`config.mk`:
```
export PLATFORM = sky130hd
export DESIGN_NAME = spi_master_byte_queue_core
export DESIGN_NICKNAME = d
export VERILOG_FILES = /design/src/hdl/spimq_pkg.sv /design/src/hdl/spimq_front.sv /design/src/hdl/spimq_engine.sv /design/src/hdl/spi_master_byte_queue_core.sv
export SDC_FILE = /design/constraint.sdc
export NUM_CORES = 1
export LEC_CHECK = 0
export ABC_AREA = 0
export BUFFER_PORTS_ARGS = -buffer_cell sky130_fd_sc_hd__buf_4
export CORE_MARGIN = 10
export CORE_UTILIZATION = 30
export CTS_CLUSTER_DIAMETER = 200
export DETAILED_ROUTE_END_ITERATION = 12
export HOLD_SLACK_MARGIN = 0.06
export MAX_ROUTING_LAYER = met4
export PLACE_DENSITY = 0.45
export SLEW_MARGIN = 20
export SYNTH_ARGS = -nofsm -noshare
export SYNTH_HDL_FRONTEND = slang
export SYNTH_SLANG_ARGS = --single-unit
```
`constraint.sdc`:
```
create_clock -name i_clk -period 8.75 [get_ports i_clk]
set_input_delay 1.75 -clock i_clk [delete_from_list [all_inputs] [get_ports i_clk]]
set_output_delay 1.75 -clock i_clk [all_outputs]
set_load 0.01 [all_outputs]
```
`src/hdl/spimq_pkg.sv`:
```
// Shared types and constants for the SPI master byte queue block.
// No dependencies; imported by every module of the block.
`default_nettype none

package spimq_pkg;

    // Input item kind codes as they arrive on the stream
    localparam logic [1:0] KIND_TICK       = 2'd0;
    localparam logic [1:0] KIND_PUSH_DATA  = 2'd1;
    localparam logic [1:0] KIND_PUSH_BREAK = 2'd2;

    // Configuration register index (taken from paddr[2])
    localparam logic REG_HALF_PERIOD = 1'b0;

    localparam logic [7:0] HALF_PERIOD_RESET = 8'd10;
    localparam logic [7:0] IDLE_BYTE         = 8'hFF;
    localparam int         QUEUE_DEPTH_DEF   = 16;
    localparam int         CMD_DEPTH         = 2;

    typedef enum logic [1:0] {
        OP_TICK       = 2'd0,
        OP_PUSH_DATA  = 2'd1,
        OP_PUSH_BREAK = 2'd2,
        OP_NOP        = 2'd3
    } t_op;

    typedef struct packed {
        t_op        op;
        logic [7:0] data;
        logic       miso;
    } t_cmd;

    typedef struct packed {
        logic       push_dropped;
        logic       busy_res;
        logic       received_valid;
        logic [7:0] received_byte;
        logic       data_line;
        logic       clock_line;
        logic       select_line;
    } t_result;

endpackage

`default_nettype wire

```
`src/hdl/spimq_front.sv`:
```
// Front end: classifies incoming items into commands and buffers them
// in a short command queue. Depends on spimq_pkg.
`default_nettype none

module spimq_front import spimq_pkg::*; (
    input  wire logic       i_clk,
    input  wire logic       i_rst_n,
    input  wire logic       i_valid,
    output      logic       o_ready,
    input  wire logic [1:0] i_kind,
    input  wire logic [7:0] i_data,
    input  wire logic       i_miso,
    output      t_cmd       o_cmd,
    output      logic       o_cmd_valid,
    input  wire logic       i_cmd_pop
);

    localparam int PW = (CMD_DEPTH > 1) ? $clog2(CMD_DEPTH) : 1;
    localparam int CW = $clog2(CMD_DEPTH + 1);

    t_cmd           r_slot [CMD_DEPTH];
    logic [PW-1:0]  r_wr_ptr, n_wr_ptr;
    logic [PW-1:0]  r_rd_ptr, n_rd_ptr;
    logic [CW-1:0]  r_count,  n_count;
    t_cmd           w_cmd;
    logic           w_push;

    always_comb begin
        w_cmd.data = i_data;
        w_cmd.miso = i_miso;
        unique case (i_kind)
            KIND_TICK:       w_cmd.op = OP_TICK;
            KIND_PUSH_DATA:  w_cmd.op = OP_PUSH_DATA;
            KIND_PUSH_BREAK: w_cmd.op = OP_PUSH_BREAK;
            default:         w_cmd.op = OP_NOP;
        endcase
    end

    assign o_ready     = (r_count != CW'(CMD_DEPTH));
    assign w_push      = i_valid && o_ready;
    assign o_cmd_valid = (r_count != '0);
    assign o_cmd       = r_slot[r_rd_ptr];

    always_comb begin
        n_wr_ptr = r_wr_ptr;
        n_rd_ptr = r_rd_ptr;
        n_count  = r_count;
        if (w_push) begin
            n_wr_ptr = (r_wr_ptr == PW'(CMD_DEPTH - 1)) ? '0 : r_wr_ptr + 1'b1;
        end
        if (i_cmd_pop) begin
            n_rd_ptr = (r_rd_ptr == PW'(CMD_DEPTH - 1)) ? '0 : r_rd_ptr + 1'b1;
        end
        priority if (w_push && !i_cmd_pop) begin
            n_count = r_count + 1'b1;
        end else if (!w_push && i_cmd_pop) begin
            n_count = r_count - 1'b1;
        end else begin
            n_count = r_count;
        end
    end

    always_ff @(posedge i_clk) begin
        if (!i_rst_n) begin
            r_wr_ptr <= '0;
            r_rd_ptr <= '0;
            r_count  <= '0;
        end else begin
            r_wr_ptr <= n_wr_ptr;
            r_rd_ptr <= n_rd_ptr;
            r_count  <= n_count;
        end
    end

    always_ff @(posedge i_clk) begin
        if (w_push) begin
            r_slot[r_wr_ptr] <= w_cmd;
        end
    end

endmodule

`default_nettype wire

```
`src/hdl/spimq_engine.sv`:
```
// Back end: byte queue memory, half-period divider, serial shifters and
// the registered result stage. Depends on spimq_pkg.
`default_nettype none

module spimq_engine import spimq_pkg::*; #(
    parameter int QUEUE_DEPTH = QUEUE_DEPTH_DEF
) (
    input  wire logic       i_clk,
    input  wire logic       i_rst_n,
    input  wire logic [7:0] i_half_period,
    input  wire t_cmd       i_cmd,
    input  wire logic       i_cmd_valid,
    output      logic       o_cmd_pop,
    output      t_result    o_res,
    output      logic       o_res_valid,
    input  wire logic       i_res_ready
);

    localparam int AW = $clog2(QUEUE_DEPTH);
    localparam int CW = $clog2(QUEUE_DEPTH + 1);

    logic [8:0]     r_mem [QUEUE_DEPTH];
    logic [8:0]     r_head_data;

    logic [7:0]     r_tick_count, n_tick_count;
    logic           r_cs,   n_cs;
    logic           r_sclk, n_sclk;
    logic           r_dout, n_dout;
    logic [2:0]     r_bit,  n_bit;
    logic [7:0]     r_tx,   n_tx;
    logic [7:0]     r_rx,   n_rx;
    logic [AW-1:0]  r_head, n_head;
    logic [AW-1:0]  r_tail, n_tail;
    logic [CW-1:0]  r_count, n_count;
    t_result        r_res,  n_res;
    logic           r_res_valid;

    logic           w_we;
    logic [8:0]     w_entry;
    logic [7:0]     w_tx_load;

    assign o_cmd_pop   = i_cmd_valid && (!r_res_valid || i_res_ready);
    assign o_res       = r_res;
    assign o_res_valid = r_res_valid;

    always_comb begin
        n_tick_count = r_tick_count;
        n_cs         = r_cs;
        n_sclk       = r_sclk;
        n_dout       = r_dout;
        n_bit        = r_bit;
        n_tx         = r_tx;
        n_rx         = r_rx;
        n_head       = r_head;
        n_tail       = r_tail;
        n_count      = r_count;
        w_we         = 1'b0;
        w_entry      = {1'b1, 8'h00};
        w_tx_load    = r_tx;
        n_res        = '0;

        unique case (i_cmd.op)
            OP_PUSH_DATA, OP_PUSH_BREAK: begin
                w_entry = (i_cmd.op == OP_PUSH_DATA) ? {1'b0, i_cmd.data} : {1'b1, 8'h00};
                if (r_count == CW'(QUEUE_DEPTH)) begin
                    n_res.push_dropped = 1'b1;
                end else begin
                    w_we    = 1'b1;
                    n_tail  = (r_tail == AW'(QUEUE_DEPTH - 1)) ? '0 : r_tail + 1'b1;
                    n_count = r_count + 1'b1;
                end
            end
            OP_TICK: begin
                if (r_tick_count <= 8'd1) begin
                    n_tick_count = i_half_period;
                    if (r_sclk) begin
                        n_sclk = 1'b0;
                        if (r_bit == 3'd0) begin
                            if (!r_cs) begin
                                n_res.received_byte  = r_rx;
                                n_res.received_valid = 1'b1;
                            end
                            if (r_count == '0) begin
                                n_cs      = 1'b1;
                                w_tx_load = IDLE_BYTE;
                            end else begin
                                n_head  = (r_head == AW'(QUEUE_DEPTH - 1)) ? '0 : r_head + 1'b1;
                                n_count = r_count - 1'b1;
                                if (r_head_data[8]) begin
                                    n_cs      = 1'b1;
                                    w_tx_load = IDLE_BYTE;
                                end else begin
                                    n_cs      = 1'b0;
                                    w_tx_load = r_head_data[7:0];
                                end
                            end
                        end
                        n_dout = w_tx_load[7];
                        n_tx   = {w_tx_load[6:0], 1'b0};
                        n_bit  = r_bit + 3'd1;
                    end else begin
                        n_sclk = 1'b1;
                        n_rx   = {r_rx[6:0], i_cmd.miso};
                    end
                end else begin
                    n_tick_count = r_tick_count - 8'd1;
                end
            end
            default: begin
            end
        endcase

        n_res.select_line = n_cs;
        n_res.clock_line  = n_sclk;
        n_res.data_line   = n_dout;
        n_res.busy_res    = !n_cs || (n_count != '0);
    end

    always_ff @(posedge i_clk) begin
        if (!i_rst_n) begin
            r_tick_count <= HALF_PERIOD_RESET;
            r_cs         <= 1'b1;
            r_sclk       <= 1'b1;
            r_dout       <= 1'b1;
            r_bit        <= '0;
            r_tx         <= '0;
            r_rx         <= '0;
            r_head       <= '0;
            r_tail       <= '0;
            r_count      <= '0;
            r_res_valid  <= 1'b0;
        end else begin
            if (o_cmd_pop) begin
                r_tick_count <= n_tick_count;
                r_cs         <= n_cs;
                r_sclk       <= n_sclk;
                r_dout       <= n_dout;
                r_bit        <= n_bit;
                r_tx         <= n_tx;
                r_rx         <= n_rx;
                r_head       <= n_head;
                r_tail       <= n_tail;
                r_count      <= n_count;
                r_res_valid  <= 1'b1;
            end else if (i_res_ready) begin
                r_res_valid  <= 1'b0;
            end
        end
    end

    always_ff @(posedge i_clk) begin
        if (o_cmd_pop) begin
            r_res <= n_res;
        end
    end

    // Queue memory with head prefetch; a write landing on the next head
    // address is forwarded so an empty-queue push is seen next cycle.
    always_ff @(posedge i_clk) begin
        if (o_cmd_pop && w_we) begin
            r_mem[r_tail] <= w_entry;
        end
        if (o_cmd_pop && w_we && (r_tail == n_head)) begin
            r_head_data <= w_entry;
        end else if (o_cmd_pop) begin
            r_head_data <= r_mem[n_head];
        end else begin
            r_head_data <= r_mem[r_head];
        end
    end

endmodule

`default_nettype wire

```
`src/hdl/spi_master_byte_queue_core.sv`:
```
// Top level of the SPI master byte queue: stream ports, APB register,
// front classifier/command queue and back-end engine. Depends on spimq_pkg.
`default_nettype none

// Channel   Direction  Handshake                    Payload
// s_*       in         s_tvalid / s_tready          tuser kind, tdata data+miso
// m_*       out        m_tvalid / m_tready          tdata result fields
// APB       in         psel & penable & pwrite      half_period at address 0
//
// One item per clock sustained while m_tready does not stall; each item produces exactly one result.
// Each item passes through the command queue, then the result register.
// The engine step (divider, shifters, queue memory port) is combinational between the two.
// Reset is synchronous, active low; the queue memory is not cleared.
// A stalled m_tready backs up the result register, then the two-entry
// command queue, then s_tready drops.

module spi_master_byte_queue_core import spimq_pkg::*; #(
    parameter int QUEUE_DEPTH = QUEUE_DEPTH_DEF
) (
    input  wire logic        i_clk,
    input  wire logic        i_rst_n,
    input  wire logic        s_tvalid,
    output      logic        s_tready,
    input  wire logic [15:0] s_tdata,   // [7:0] data, [8] miso_bit, [15:9] zero
    input  wire logic [1:0]  s_tuser,   // [1:0] kind
    output      logic        m_tvalid,
    input  wire logic        m_tready,
    output      logic [15:0] m_tdata,   // [0] select_line, [1] clock_line, [2] data_line,
                                        // [10:3] received_byte, [11] received_valid,
                                        // [12] busy_res, [13] push_dropped, [15:14] zero
    input  wire logic        psel,
    input  wire logic        penable,
    input  wire logic        pwrite,
    input  wire logic [2:0]  paddr,
    input  wire logic [31:0] pwdata,
    output      logic [31:0] prdata,
    output      logic        pready
);

    logic [7:0] r_half_period;
    logic       w_cfg_wr;
    t_cmd       w_cmd;
    logic       w_cmd_valid;
    logic       w_cmd_pop;
    t_result    w_res;

    // APB register file: one 8-bit register
    assign pready   = 1'b1;
    assign w_cfg_wr = psel && penable && pwrite && pready;
    assign prdata   = (paddr[2] == REG_HALF_PERIOD) ? {24'd0, r_half_period} : 32'd0;

    always_ff @(posedge i_clk) begin
        if (!i_rst_n) begin
            r_half_period <= HALF_PERIOD_RESET;
        end else if (w_cfg_wr && (paddr[2] == REG_HALF_PERIOD)) begin
            r_half_period <= pwdata[7:0];
        end
    end

    spimq_front u_front (
        .i_clk       (i_clk),
        .i_rst_n     (i_rst_n),
        .i_valid     (s_tvalid),
        .o_ready     (s_tready),
        .i_kind      (s_tuser),
        .i_data      (s_tdata[7:0]),
        .i_miso      (s_tdata[8]),
        .o_cmd       (w_cmd),
        .o_cmd_valid (w_cmd_valid),
        .i_cmd_pop   (w_cmd_pop)
    );

    spimq_engine #(
        .QUEUE_DEPTH (QUEUE_DEPTH)
    ) u_engine (
        .i_clk         (i_clk),
        .i_rst_n       (i_rst_n),
        .i_half_period (r_half_period),
        .i_cmd         (w_cmd),
        .i_cmd_valid   (w_cmd_valid),
        .o_cmd_pop     (w_cmd_pop),
        .o_res         (w_res),
        .o_res_valid   (m_tvalid),
        .i_res_ready   (m_tready)
    );

    assign m_tdata = {2'b00, w_res.push_dropped, w_res.busy_res, w_res.received_valid,
                      w_res.received_byte, w_res.data_line, w_res.clock_line,
                      w_res.select_line};

`ifndef SYNTH
    // Command queue comes out of reset empty and ready
    a_ready_after_reset: assert property (@(posedge i_clk)
        !i_rst_n |=> s_tready)
        else $error("s_tready low right after reset");

    // A held result must stall the engine
    a_no_pop_on_stall: assert property (@(posedge i_clk) disable iff (!i_rst_n)
        (m_tvalid && !m_tready) |-> !w_cmd_pop)
        else $error("engine advanced while result stalled");

    // Engine only consumes commands that exist
    a_pop_needs_cmd: assert property (@(posedge i_clk) disable iff (!i_rst_n)
        w_cmd_pop |-> w_cmd_valid)
        else $error("pop from empty command queue");

    // Byte boundaries fall on serial clock falling edges
    a_rx_on_fall: assert property (@(posedge i_clk) disable iff (!i_rst_n)
        (m_tvalid && w_res.received_valid) |-> !w_res.clock_line)
        else $error("received byte reported with serial clock high");
`endif

endmodule

`default_nettype wire
```
# ---- Word level (Yosys, flattened, before mapping)
# Memory sizes are Yosys's and may differ from the RTL's. A register that Yosys moved wholly into a read port is not among the register bits.
# Cells that the tools add are included.
dict set report op_classes {
  n_addsub 10
  eq_ne 9
  magnitude_cmp 1
  n_bitwise 6
  n_reduce_logical 30
  n_mux 53
}
# op count
set ops {}
lappend ops {{two-way mux 9 bit} 5}
lappend ops {{two-way mux 8 bit} 5}
lappend ops {{two-way mux 4 bit} 9}
lappend ops {{two-way mux 1 bit} 25}
lappend ops {{two-way mux 5 bit} 5}
lappend ops {{AND reduction 4 bit} 3}
lappend ops {{case mux 5 bit (2 select lines)} 1}
lappend ops {{logical AND 1 bit} 9}
lappend ops {{adder 4 x 1 -> 4 bit (second input constant)} 2}
lappend ops {{== test 4 bit (second input constant)} 2}
lappend ops {{less-or-equal comparator 8 x 1 -> 1 bit (second input constant)} 1}
lappend ops {{subtractor 8 x 1 -> 8 bit (second input constant)} 1}
lappend ops {{NOT 1 bit} 6}
lappend ops {{case mux 2 bit (3 select lines)} 1}
lappend ops {{nonzero test 2 bit} 3}
lappend ops {{adder 5 x 1 -> 5 bit (second input constant)} 1}
lappend ops {{== test 5 bit (second input constant)} 1}
lappend ops {{logical NOT 5 bit} 1}
lappend ops {{nonzero test 5 bit} 1}
lappend ops {{OR reduction 5 bit} 1}
lappend ops {{subtractor 5 x 1 -> 5 bit (second input constant)} 1}
lappend ops {{== test 2 x 1 -> 1 bit (second input constant)} 2}
lappend ops {{== test 2 bit (second input constant)} 2}
lappend ops {{== test 4 bit} 1}
lappend ops {{13 further kinds} 20}
dict set report totals {
  n_memories 2
  elab_cells 134
  input_bits 60
  ram_bits 166
  reg_bits 78
}
# memory words word_bits read_ports rd_ports_with_merged_regs write_ports line
set mem_list {}
lappend mem_list {u_engine.r_mem 16 9 2 1 1 spimq_engine.sv:22} ;# logic [8:0] r_mem [QUEUE_DEPTH];
lappend mem_list {u_front.r_slot 2 11 1 1 1 spimq_front.sv:21} ;# t_cmd r_slot [CMD_DEPTH];

# ---- Logic depth before layout (Yosys ltp)
# Gate-level depths: netlist (run 1).
dict set report depth {
  ltp_word 10
  mapped_depth 14
  depth_no_buf 11
}

# ---- Modules after synthesis
# A second synthesis (run 1) with hierarchy kept.
dict set report unflattened {
  hier_cells 910
  hier_area_um2 12039.0
}
# module area_each_um2 instances cells_per_inst
set by_module_without_submodules {}
lappend by_module_without_submodules {spimq_engine 10401.2 1 777}
lappend by_module_without_submodules {spimq_front 1022.2 1 61}
lappend by_module_without_submodules {spi_master_byte_queue_core 615.6 1 72}

# ---- Worst setup path after synthesis (run 1)
# OpenSTA, ideal clock, no wires.
dict set report synth_timing {
  path_kind {input -> register}
  from {in m_tready}
  to {mem u_engine.r_mem[3][0] (enable)}
  slack_ps 4804
  stages 6
  required_ps 8363
  t_arrival_ps 3559
  setup_ps 387
  path_cell_list {nor2b_1 -> or2_2 -> clkbuf_1 -> nor2_1 -> nand2_1 -> nor3_1}
}
dict set report synth_between {
  elab_chain_cells 5
}
# element line
set synth_lines {}
lappend synth_lines {{start, declared} spi_master_byte_queue_core.sv:27} ;# input wire logic m_tready,
lappend synth_lines {{logical OR 1 bit} spimq_engine.sv:42} ;# assign o_cmd_pop = i_cmd_valid && (!r_res_valid || i_res_ready);
lappend synth_lines {{logical AND 1 bit} spimq_engine.sv:42}
lappend synth_lines {{logical AND 1 bit} spimq_engine.sv:160} ;# if (o_cmd_pop && w_we) begin
lappend synth_lines {{two-way mux 1 bit} spimq_engine.sv:160}
lappend synth_lines {{two-way mux 1 bit (implied by the code)} spimq_engine.sv:161} ;# r_mem[r_tail] <= w_entry;
lappend synth_lines {{end, declared} spimq_engine.sv:22}
# Every way passes these cells.

# ---- Worst setup path in the final report (run 1)
dict set report layout_timing {
  from {reg u_engine.r_tick_count[2]}
  to {reg u_engine.r_head_data[5]}
}
dict set report layout_between {
  elab_chain_cells 6
  word_cells_on_any_way 8
  cone_classes {order compare (1); eq/ne (1); mux (4); reduce/logical (1); memory (1)}
}
# element line
set layout_lines {}
lappend layout_lines {{start, declared} spimq_engine.sv:25} ;# logic [7:0] r_tick_count, n_tick_count;
lappend layout_lines {{start signal, assigned} spimq_engine.sv:134} ;# r_tick_count <= n_tick_count;
lappend layout_lines {{less-or-equal comparator 8 x 1 -> 1 bit (*)} spimq_engine.sv:74} ;# if (r_tick_count <= 8'd1) begin
lappend layout_lines {{two-way mux 4 bit (*)} spimq_engine.sv:74}
lappend layout_lines {{two-way mux 4 bit (*)} spimq_engine.sv:62} ;# unique case (i_cmd.op)
lappend layout_lines {{memory (16 x 9 bit) or == test 4 bit (tied branches)} n/a}
lappend layout_lines {{two-way mux 9 bit or logical AND 1 bit (tied branches)} {spimq_engine.sv:165, spimq_engine.sv:163}}
lappend layout_lines {{two-way mux 9 bit (*)} spimq_engine.sv:163} ;# if (o_cmd_pop && w_we && (r_tail == n_head)) begin
lappend layout_lines {{end signal, assigned} spimq_engine.sv:164} ;# r_head_data <= w_entry;
lappend layout_lines {{end signal, assigned} spimq_engine.sv:166} ;# r_head_data <= r_mem[n_head];
lappend layout_lines {{end signal, assigned} spimq_engine.sv:168} ;# r_head_data <= r_mem[r_head];
lappend layout_lines {{end, declared} spimq_engine.sv:23} ;# logic [8:0] r_head_data;
# Mark *: on every way between the ends. The rest lies on a longest branch, timed or not.
# A chain may end at the register's enable or synchronous reset.

==> flow_summary.yaml, run 1 <==
grt:
  grt_first_pass_wirelength_um: 50100
  grt-busiest-layer: "met2"
  antenna_found_initial: 0
  grt_max_degree: 56
  met1_usage: 0.174
  grt_usage: 0.139
  grt_pass1_vias: 7999
  grt_overflow_total: 0
  grt_util_met3: 0.0264
  grt_use_met2: 0.226
yosys:
  synth_edf_count: 180
  synth_xor_area_frac: 0.00914
  yosys_warnings: 0
  synth_top_area_cell: "edfxtp_1"
  synth-compound-area-share: 0.106
  muxShareOfSynthArea: 0.119
  yosys_most_used_dff: "edfxtp_1"
  synth_top_family_by_area: "simple AND/OR/NAND/NOR gates"
  synth-simple-area-share: 0.138
  synth_top_area_frac: 0.449
  syn_area_mm2: 0.0121
  postSynthAreaPerCell_um2: 12.1
  synthArstFlopShare: 0
  synthCells: 997
  yosysSeqAreaShare: 0.563
  synth.distinct_cells: 66
  synth.area.top_cells: "edfxtp_1 45%, dfxtp_1 11%, mux4_2 8.4%, nand2_1 3.6%, mux2i_1 3.4%"
  synthAdderAreaFrac: 0.0176
  ys_seq_elements: 249
pwr:
  leakage_nw: 4.69
  p_total_w: 0.00404
  pwr_density_cell_mw_per_mm2: 294
  peakVddDrop_mv: 0.158
status:
  status: "finished clean"
sta:
  worst_slew_margin_rel: 0.302
  rsz0062_at_grt: "false"
  tns_ps: 0
  hold_viol: 0
  finalCriticalPeriod_ps: 5080
  worst_pin_slew_ps: 1040
  slew_violations: 0
  finalCritPeriodShare: 0.581
  setup_viol: 0
  clock_skew_ps: 17.1
  fmax_ghz: 0.197
critical_path:
  worstSetupStartpointType: "register"
  startpoint: "u_engine.r_tick_count[2]"
  r2r_start: "u_engine.r_tick_count[2]"
  cp_num_buf_inv: 2
  crit_cells: 9
  cp_data_arrival_time_ps: 5450
  reg2reg_setup_slack_ps: 3670
  worstRegToRegCells: 9
  crit_fanout: 21
  endpoint_kind: "register"
  reg2reg_to: "u_engine.r_head_data[5]"
  cp_cell_sequence: "or4_1, or3_1, inv_1, nand3_1, and3_1, o2111ai_1, nor2_1, buf_4, o41ai_1"
  crit_required_ps: 9120
  path_class: "register to register"
  endpoint: "u_engine.r_head_data[5]"
  max_stage_delay_ps: 730
  cp_slowest_cell: "o41ai_1"
  crit_family: "simple AND/OR/NAND/NOR gates"
cts:
  cts-resized-gates: 0
  clockRootBuffer: "clkbuf_16"
  holdBufCountCts: 0
  cts_tree: "built"
  htree_levels: 1
  numClockSinks: 249
  clk_pin_slew_ps: 60
  clk_latency_ps: 560
  clockBufferDepth: 3
  cts_setup_buffers: 0
  cts_buffers: 28
placed_design:
  dp_hpwl_um: 21000
  gp_congestion: 0.813
  io_buffer_count: 50
  placed_cells: 1531
drt:
  drc_errors: 0
  drtAntennaViolNets: 0
  drtIter0Drc: 609
  wl_per_cell_um: 21.0
  vias: 7974
  wl_um: 33200
  via_per_inst: 5.04
  first_pass_iters: 5
floorplanning:
  fp.dieW_um: 220
  io-pin-count: 111
  coreArea_mm2: 0.0397
  dieArea_mm2: 0.0486
  num_rows: 73
  dieHeight_um: 220
  initial_core_util: 0.303
finish:
  final_layout_size_suffix_gt1_frac: 0.170
  syn2layout_area_growth_pct: 14.1
  fin_nets: 1113
  num_antenna_cells: 0
  layout.cells.non_filler: 1583
worst_hold_path:
  hold_class: "register to register"
job:
  maxCapViolations: 0
Yosys cell counts (2+ instances only):
cell type,count
conb_1,2
a31oi_1,19
o21ai_0,22
and2_1,29
buf_1,8
ha_1,17
a21oi_1,22
a211oi_1,29
xor2_1,3
nand4_1,8
and3_1,33
a22oi_1,7
o22ai_1,10
nand2b_1,10
nand3_1,20
buf_2,10
xnor2_1,7
nand4b_1,3
edfxtp_1,180
inv_1,20
clkbuf_1,43
mux2i_1,41
nor2b_1,18
or4_1,4
o21bai_1,4
or3_1,3
a311oi_1,8
o32ai_1,3
a21boi_0,18
nor3_1,26
nand2_1,116
o41ai_1,3
mux4_2,45
dfxtp_1,69
or2_2,3
o2111ai_1,3
buf_4,29
o31a_1,3
o211ai_1,10
o211a_1,3
nor2_1,59
o21ai_1,3
final cells by class:
class | count | area (um2)
well taps | 525 | 657
clock inverters | 11 | 86.3
inverters | 21 | 78.8
fillers | 3961 | 26000
clock buffers | 41 | 759
flip-flops and latches | 249 | 6790
repair buffers | 76 | 571
multi-input cells | 660 | 4810
layout by cell type (no fill, tap or decap), drive strengths merged, types with 22 or more instances in the layout:
cell type,count
nor2,59
a211oi,29
buf,76
o21ai,25
and3,33
a21oi,22
conb,27
clkbuf,41
and2,29
nand2,118
nor3,26
mux4,45
mux2i,41
edfxtp,180
dfxtp,69
report_power, final:
part | leakage (nW) | internal (W) | switching [W] | total, W
sequential | 2.23 | 0.00145 | 0.0000965 | 0.00154
clock | 0.413 | 0.000629 | 0.000468 | 0.00110
combinational | 2.05 | 0.000555 | 0.000842 | 0.00140
total | 4.69 | 0.00263 | 0.00141 | 0.00404
metrics by stage:
| step | hold slack (ps) | instance area, um2 | worst slack [ps] | util |
|---|---|---|---|---|
| 2_1_floorplan | 439 | 12100 | 4800 | - |
| 4_1_cts | 472 | 13700 | 3740 | 0.346 |
| 3_5_place_dp | 465 | 12900 | 3790 | 0.325 |
| 5_1_grt | 498 | 13800 | 3450 | 0.346 |
| 3_3_place_gp | 450 | 12900 | 3770 | 0.325 |
| 6_report | 464 | 13800 | 3670 | 0.346 |
registers in the layout (all words and copies together) (netlist names), 2 cells and up, named ones only:
| signal | flops |
|---|---|
| u_front.r_slot | 22 |
| u_front.r_count | 2 |
| u_engine.r_bit | 3 |
| u_engine.r_head | 4 |
| u_engine.o_res | 14 |
| u_engine.r_tick_count | 8 |
| r_half_period | 8 |
| u_engine.r_tail | 4 |
| u_engine.r_count | 5 |
| u_engine.r_tx | 7 |
| u_engine.r_rx | 8 |
| u_engine.r_head_data | 9 |
| u_engine.r_mem | 144 |
worst min-delay path by stage:
stage                     start          endpoint  slack (ps)  cells after the start
2_1_floorplan  u_engine.r_rx[7]  u_engine.r_rx[7]         440                      2
3_3_place_gp   u_engine.r_rx[7]  u_engine.r_rx[7]         450                      2
3_5_place_dp   u_engine.r_rx[7]  u_engine.r_rx[7]         460                      2
4_1_cts        u_engine.r_rx[7]  u_engine.r_rx[7]         470                      2
5_1_grt        u_engine.r_rx[7]  u_engine.r_rx[7]         500                      2
6_report       u_engine.r_rx[7]  u_engine.r_rx[7]         460                      2
kinds of logic after synthesis:
group	after synthesis
simple gates	339
flops	249
compound gates	179
buf+inv	113
mux	87
fa+ha+maj	17
xor+xnor	11
other cells	2
metal layers:
metal / vias to the layer above / share of wire / wire, um
met3: 55 / 0.063 / 2080
met2: 230 / 0.48 / 15900
li1: 3784 / - / -
met5: - / 0 / 0
met4: 0 / 0.028 / 941
met1: 3905 / 0.43 / 14300
worst min-delay path, cell delays in order, from the launching register on:
cell and delay (ps):
dfxtp_1 310, nand2_1 40, a21boi_0 60
Power figures use the tool's default switching activity.
==> inputs of run 2 (changes only) <==
Clock period 8.75 ns to 4.7 ns, I/O delays scaled along.
==> run 2 against run 1 <==
  * Via count is 3.2% higher
  * Critical endpoint is now u_engine.r_head_data[0]
  * Maximum frequency rose by 25%
  * Largest power group unchanged
  * Worst setup slack worse by 3000 ps
  * Clock skew is 16 ps higher
  * Critical path type unchanged
  * Highest routed layer unchanged
  * Worst hold slack better by 2.8 ps
  * Wire length grew 1.5%
  * Sequential share of layout area fell by 1.0 points
  * Final cell count rose by 1.4%
  * Power increased by 95%
  * Count of clock-buffer cells in the layout is 5 lower
  * Global-route usage increased by 0.23 points
  * First-iteration DRC count fell by 0.33%
==> flow_summary.yaml, run 2 (synthesis results as in run 1) <==
sta:
  clock_skew_ps: 32.6
  worst_pin_slew_ps: 1000
  finalCritPeriodShare: 0.866
  rsz0062_at_grt: "false"
  tns_ps: 0
  worst_slew_margin_rel: 0.328
  setup_viol: 0
  slew_violations: 0
  fmax_ghz: 0.246
  finalCriticalPeriod_ps: 4070
  hold_viol: 0
cts:
  cts_buffers: 29
  htree_levels: 1
  clk_pin_slew_ps: 60
  cts-resized-gates: 0
  clockRootBuffer: "clkbuf_16"
  clk_latency_ps: 580
  clockBufferDepth: 3
  cts_tree: "built"
  holdBufCountCts: 0
  numClockSinks: 249
  cts_setup_buffers: 0
grt:
  grt_pass1_vias: 8242
  grt_overflow_total: 0
  grt_usage: 0.142
  grt_first_pass_wirelength_um: 51200
  antenna_found_initial: 0
  grt_max_degree: 56
floorplanning:
  dieHeight_um: 220
  num_rows: 73
  initial_core_util: 0.303
  coreArea_mm2: 0.0397
  io-pin-count: 111
  dieArea_mm2: 0.0486
  fp.dieW_um: 220
drt:
  via_per_inst: 5.13
  drc_errors: 0
  drtAntennaViolNets: 0
  wl_per_cell_um: 21.0
  wl_um: 33700
  vias: 8232
  first_pass_iters: 4
  drtIter0Drc: 607
pwr:
  pwr-share-comb: 0.332
  seqPwrFrac: 0.375
  peakVddDrop_mv: 0.292
  switching_share: 0.343
  pwr_density_cell_mw_per_mm2: 560
  leakage_nw: 4.87
  clkPwrFrac: 0.293
  intPower_w: 0.00517
  p_switching_w: 0.00270
critical_path:
  cp_data_arrival_time_ps: 4460
  cp_slowest_cell: "o41ai_1"
  cp_cell_sequence: "mux2i_1, ha_1, nand4b_1, nor2_1, nand3_1, and3_1, o2111ai_1, nor2_1, buf_4, o41ai_1"
  max_stage_delay_ps: 620
  path_class: "register to register"
  endpoint_kind: "register"
  cp_common_cell: "nor2_1"
  crit_fanout: 15
  worstSetupStartpointType: "register"
  crit_required_ps: 5090
  reg2reg_setup_slack_ps: 630
  reg2reg_to: "u_engine.r_head_data[0]"
  worstRegToRegCells: 10
finish:
  mostFrequentLayoutCell: "edfxtp_1"
  fillers: 3941
  fin_nets: 1134
  syn2layout_area_growth_pct: 16.5
  num_antenna_cells: 0
  largest_reg_flops: 144
  final_layout_size_suffix_gt1_frac: 0.194
  multi_input_area_mm2: 0.00481
  final_cell_mix: "180 x edfxtp_1, 116 x nand2_1, 95 x buf_4"
  regMostFlops: "u_engine.r_mem"
  regArea_mm2: 0.00679
  final_cell_area_mm2: 0.0140
job:
  maxCapViolations: 0
worst_hold_path:
  whs_endpoint: "u_engine.r_rx[7]"
  min_from: "u_engine.r_rx[7]"
  hold_class: "register to register"
  min_delay_path_depth: 2
status:
  status: "finished clean"
placed_design:
  dpl_cell_area_mm2: 0.0131
  dp_hpwl_um: 21800
  gp_congestion: 0.839
  io_buffer_count: 50
run 2: cell types whose count changed in the layout (fill, tap and decap cells not counted):
cell | before | now
clkinv_4 | 0 | 1
clkinv_2 | 5 | 9
buf_4 | 76 | 95
clkbuf_16 | 28 | 29
inv_16 | 0 | 1
clkinvlp_4 | 0 | 2
bufinv_16 | 1 | 4
clkinv_1 | 4 | 1
clkbuf_1 | 12 | 6
nor2_1 | 50 | 52
buf_12 | 0 | 1
clkinv_8 | 1 | 0
nor2_2 | 9 | 7
run 2: through the flow:
stage          instances  power, W  utilization  hold WS (ps)  setup WS, ps
3_3_place_gp        1551   0.00561        0.329           450           747
6_report            1605   0.00787        0.353           467           628
4_1_cts             1605   0.00795        0.353           469           622
5_1_grt             1605   0.00831        0.353           494           354
2_1_floorplan       1022   0.00467            -           439          1220
3_5_place_dp        1551   0.00562        0.329           461           669
run 2: critical path: cells and delay by family, from the launching register on:
kind	cells	cell delay [ps]
compound gates	2	1100
buf+inv	1	230
mux	1	320
flops	1	420
fa+ha+maj	1	300
simple gates	5	1530
run 2: worst max path at each step:
stage | start | endpoint | slack (ps) | depth (start not counted)
final | register | u_engine.r_head_data[0] | 630 | 10
after global routing | register | u_engine.r_head_data[0] | 350 | 10
after CTS | register | u_engine.r_head_data[0] | 620 | 10
after detailed placement | register | u_engine.r_head_data[0] | 670 | 10
after global placement | register | u_engine.r_head_data[0] | 750 | 10
after floorplan | register | u_engine.r_head_data[8] | 1220 | 13
run 2: final cells by class:
type | instances | area share
tap | 525 | 0.0468
clock buffer | 36 | 0.0543
multi-input combinational | 660 | 0.342
timing repair buffer | 96 | 0.0522
clock inverter | 18 | 0.0152
sequential | 249 | 0.484
inverter | 21 | 0.00561
run 2: metal layers:
| metal | GRT usage | part of all wire | up-vias |
|---|---|---|---|
| met5 | - | 0 | - |
| met4 | 0.0372 | 0.026 | 0 |
| met3 | 0.0212 | 0.056 | 52 |
| met2 | 0.234 | 0.49 | 256 |
| met1 | 0.179 | 0.43 | 4094 |
| li1 | - | - | 3830 |
run 2: power by group through the flow:
| stage | Clock [W] | Sequential, W | Combinational, W |
|---|---|---|---|
| 4_1_cts | 0.00236 | 0.00296 | 0.00263 |
| 5_1_grt | 0.00246 | 0.00299 | 0.00286 |
| 2_1_floorplan | 0 | 0.00286 | 0.00181 |
| 6_report | 0.00230 | 0.00295 | 0.00261 |
| 3_5_place_dp | 0 | 0.00300 | 0.00262 |
| 3_3_place_gp | 0 | 0.00300 | 0.00261 |
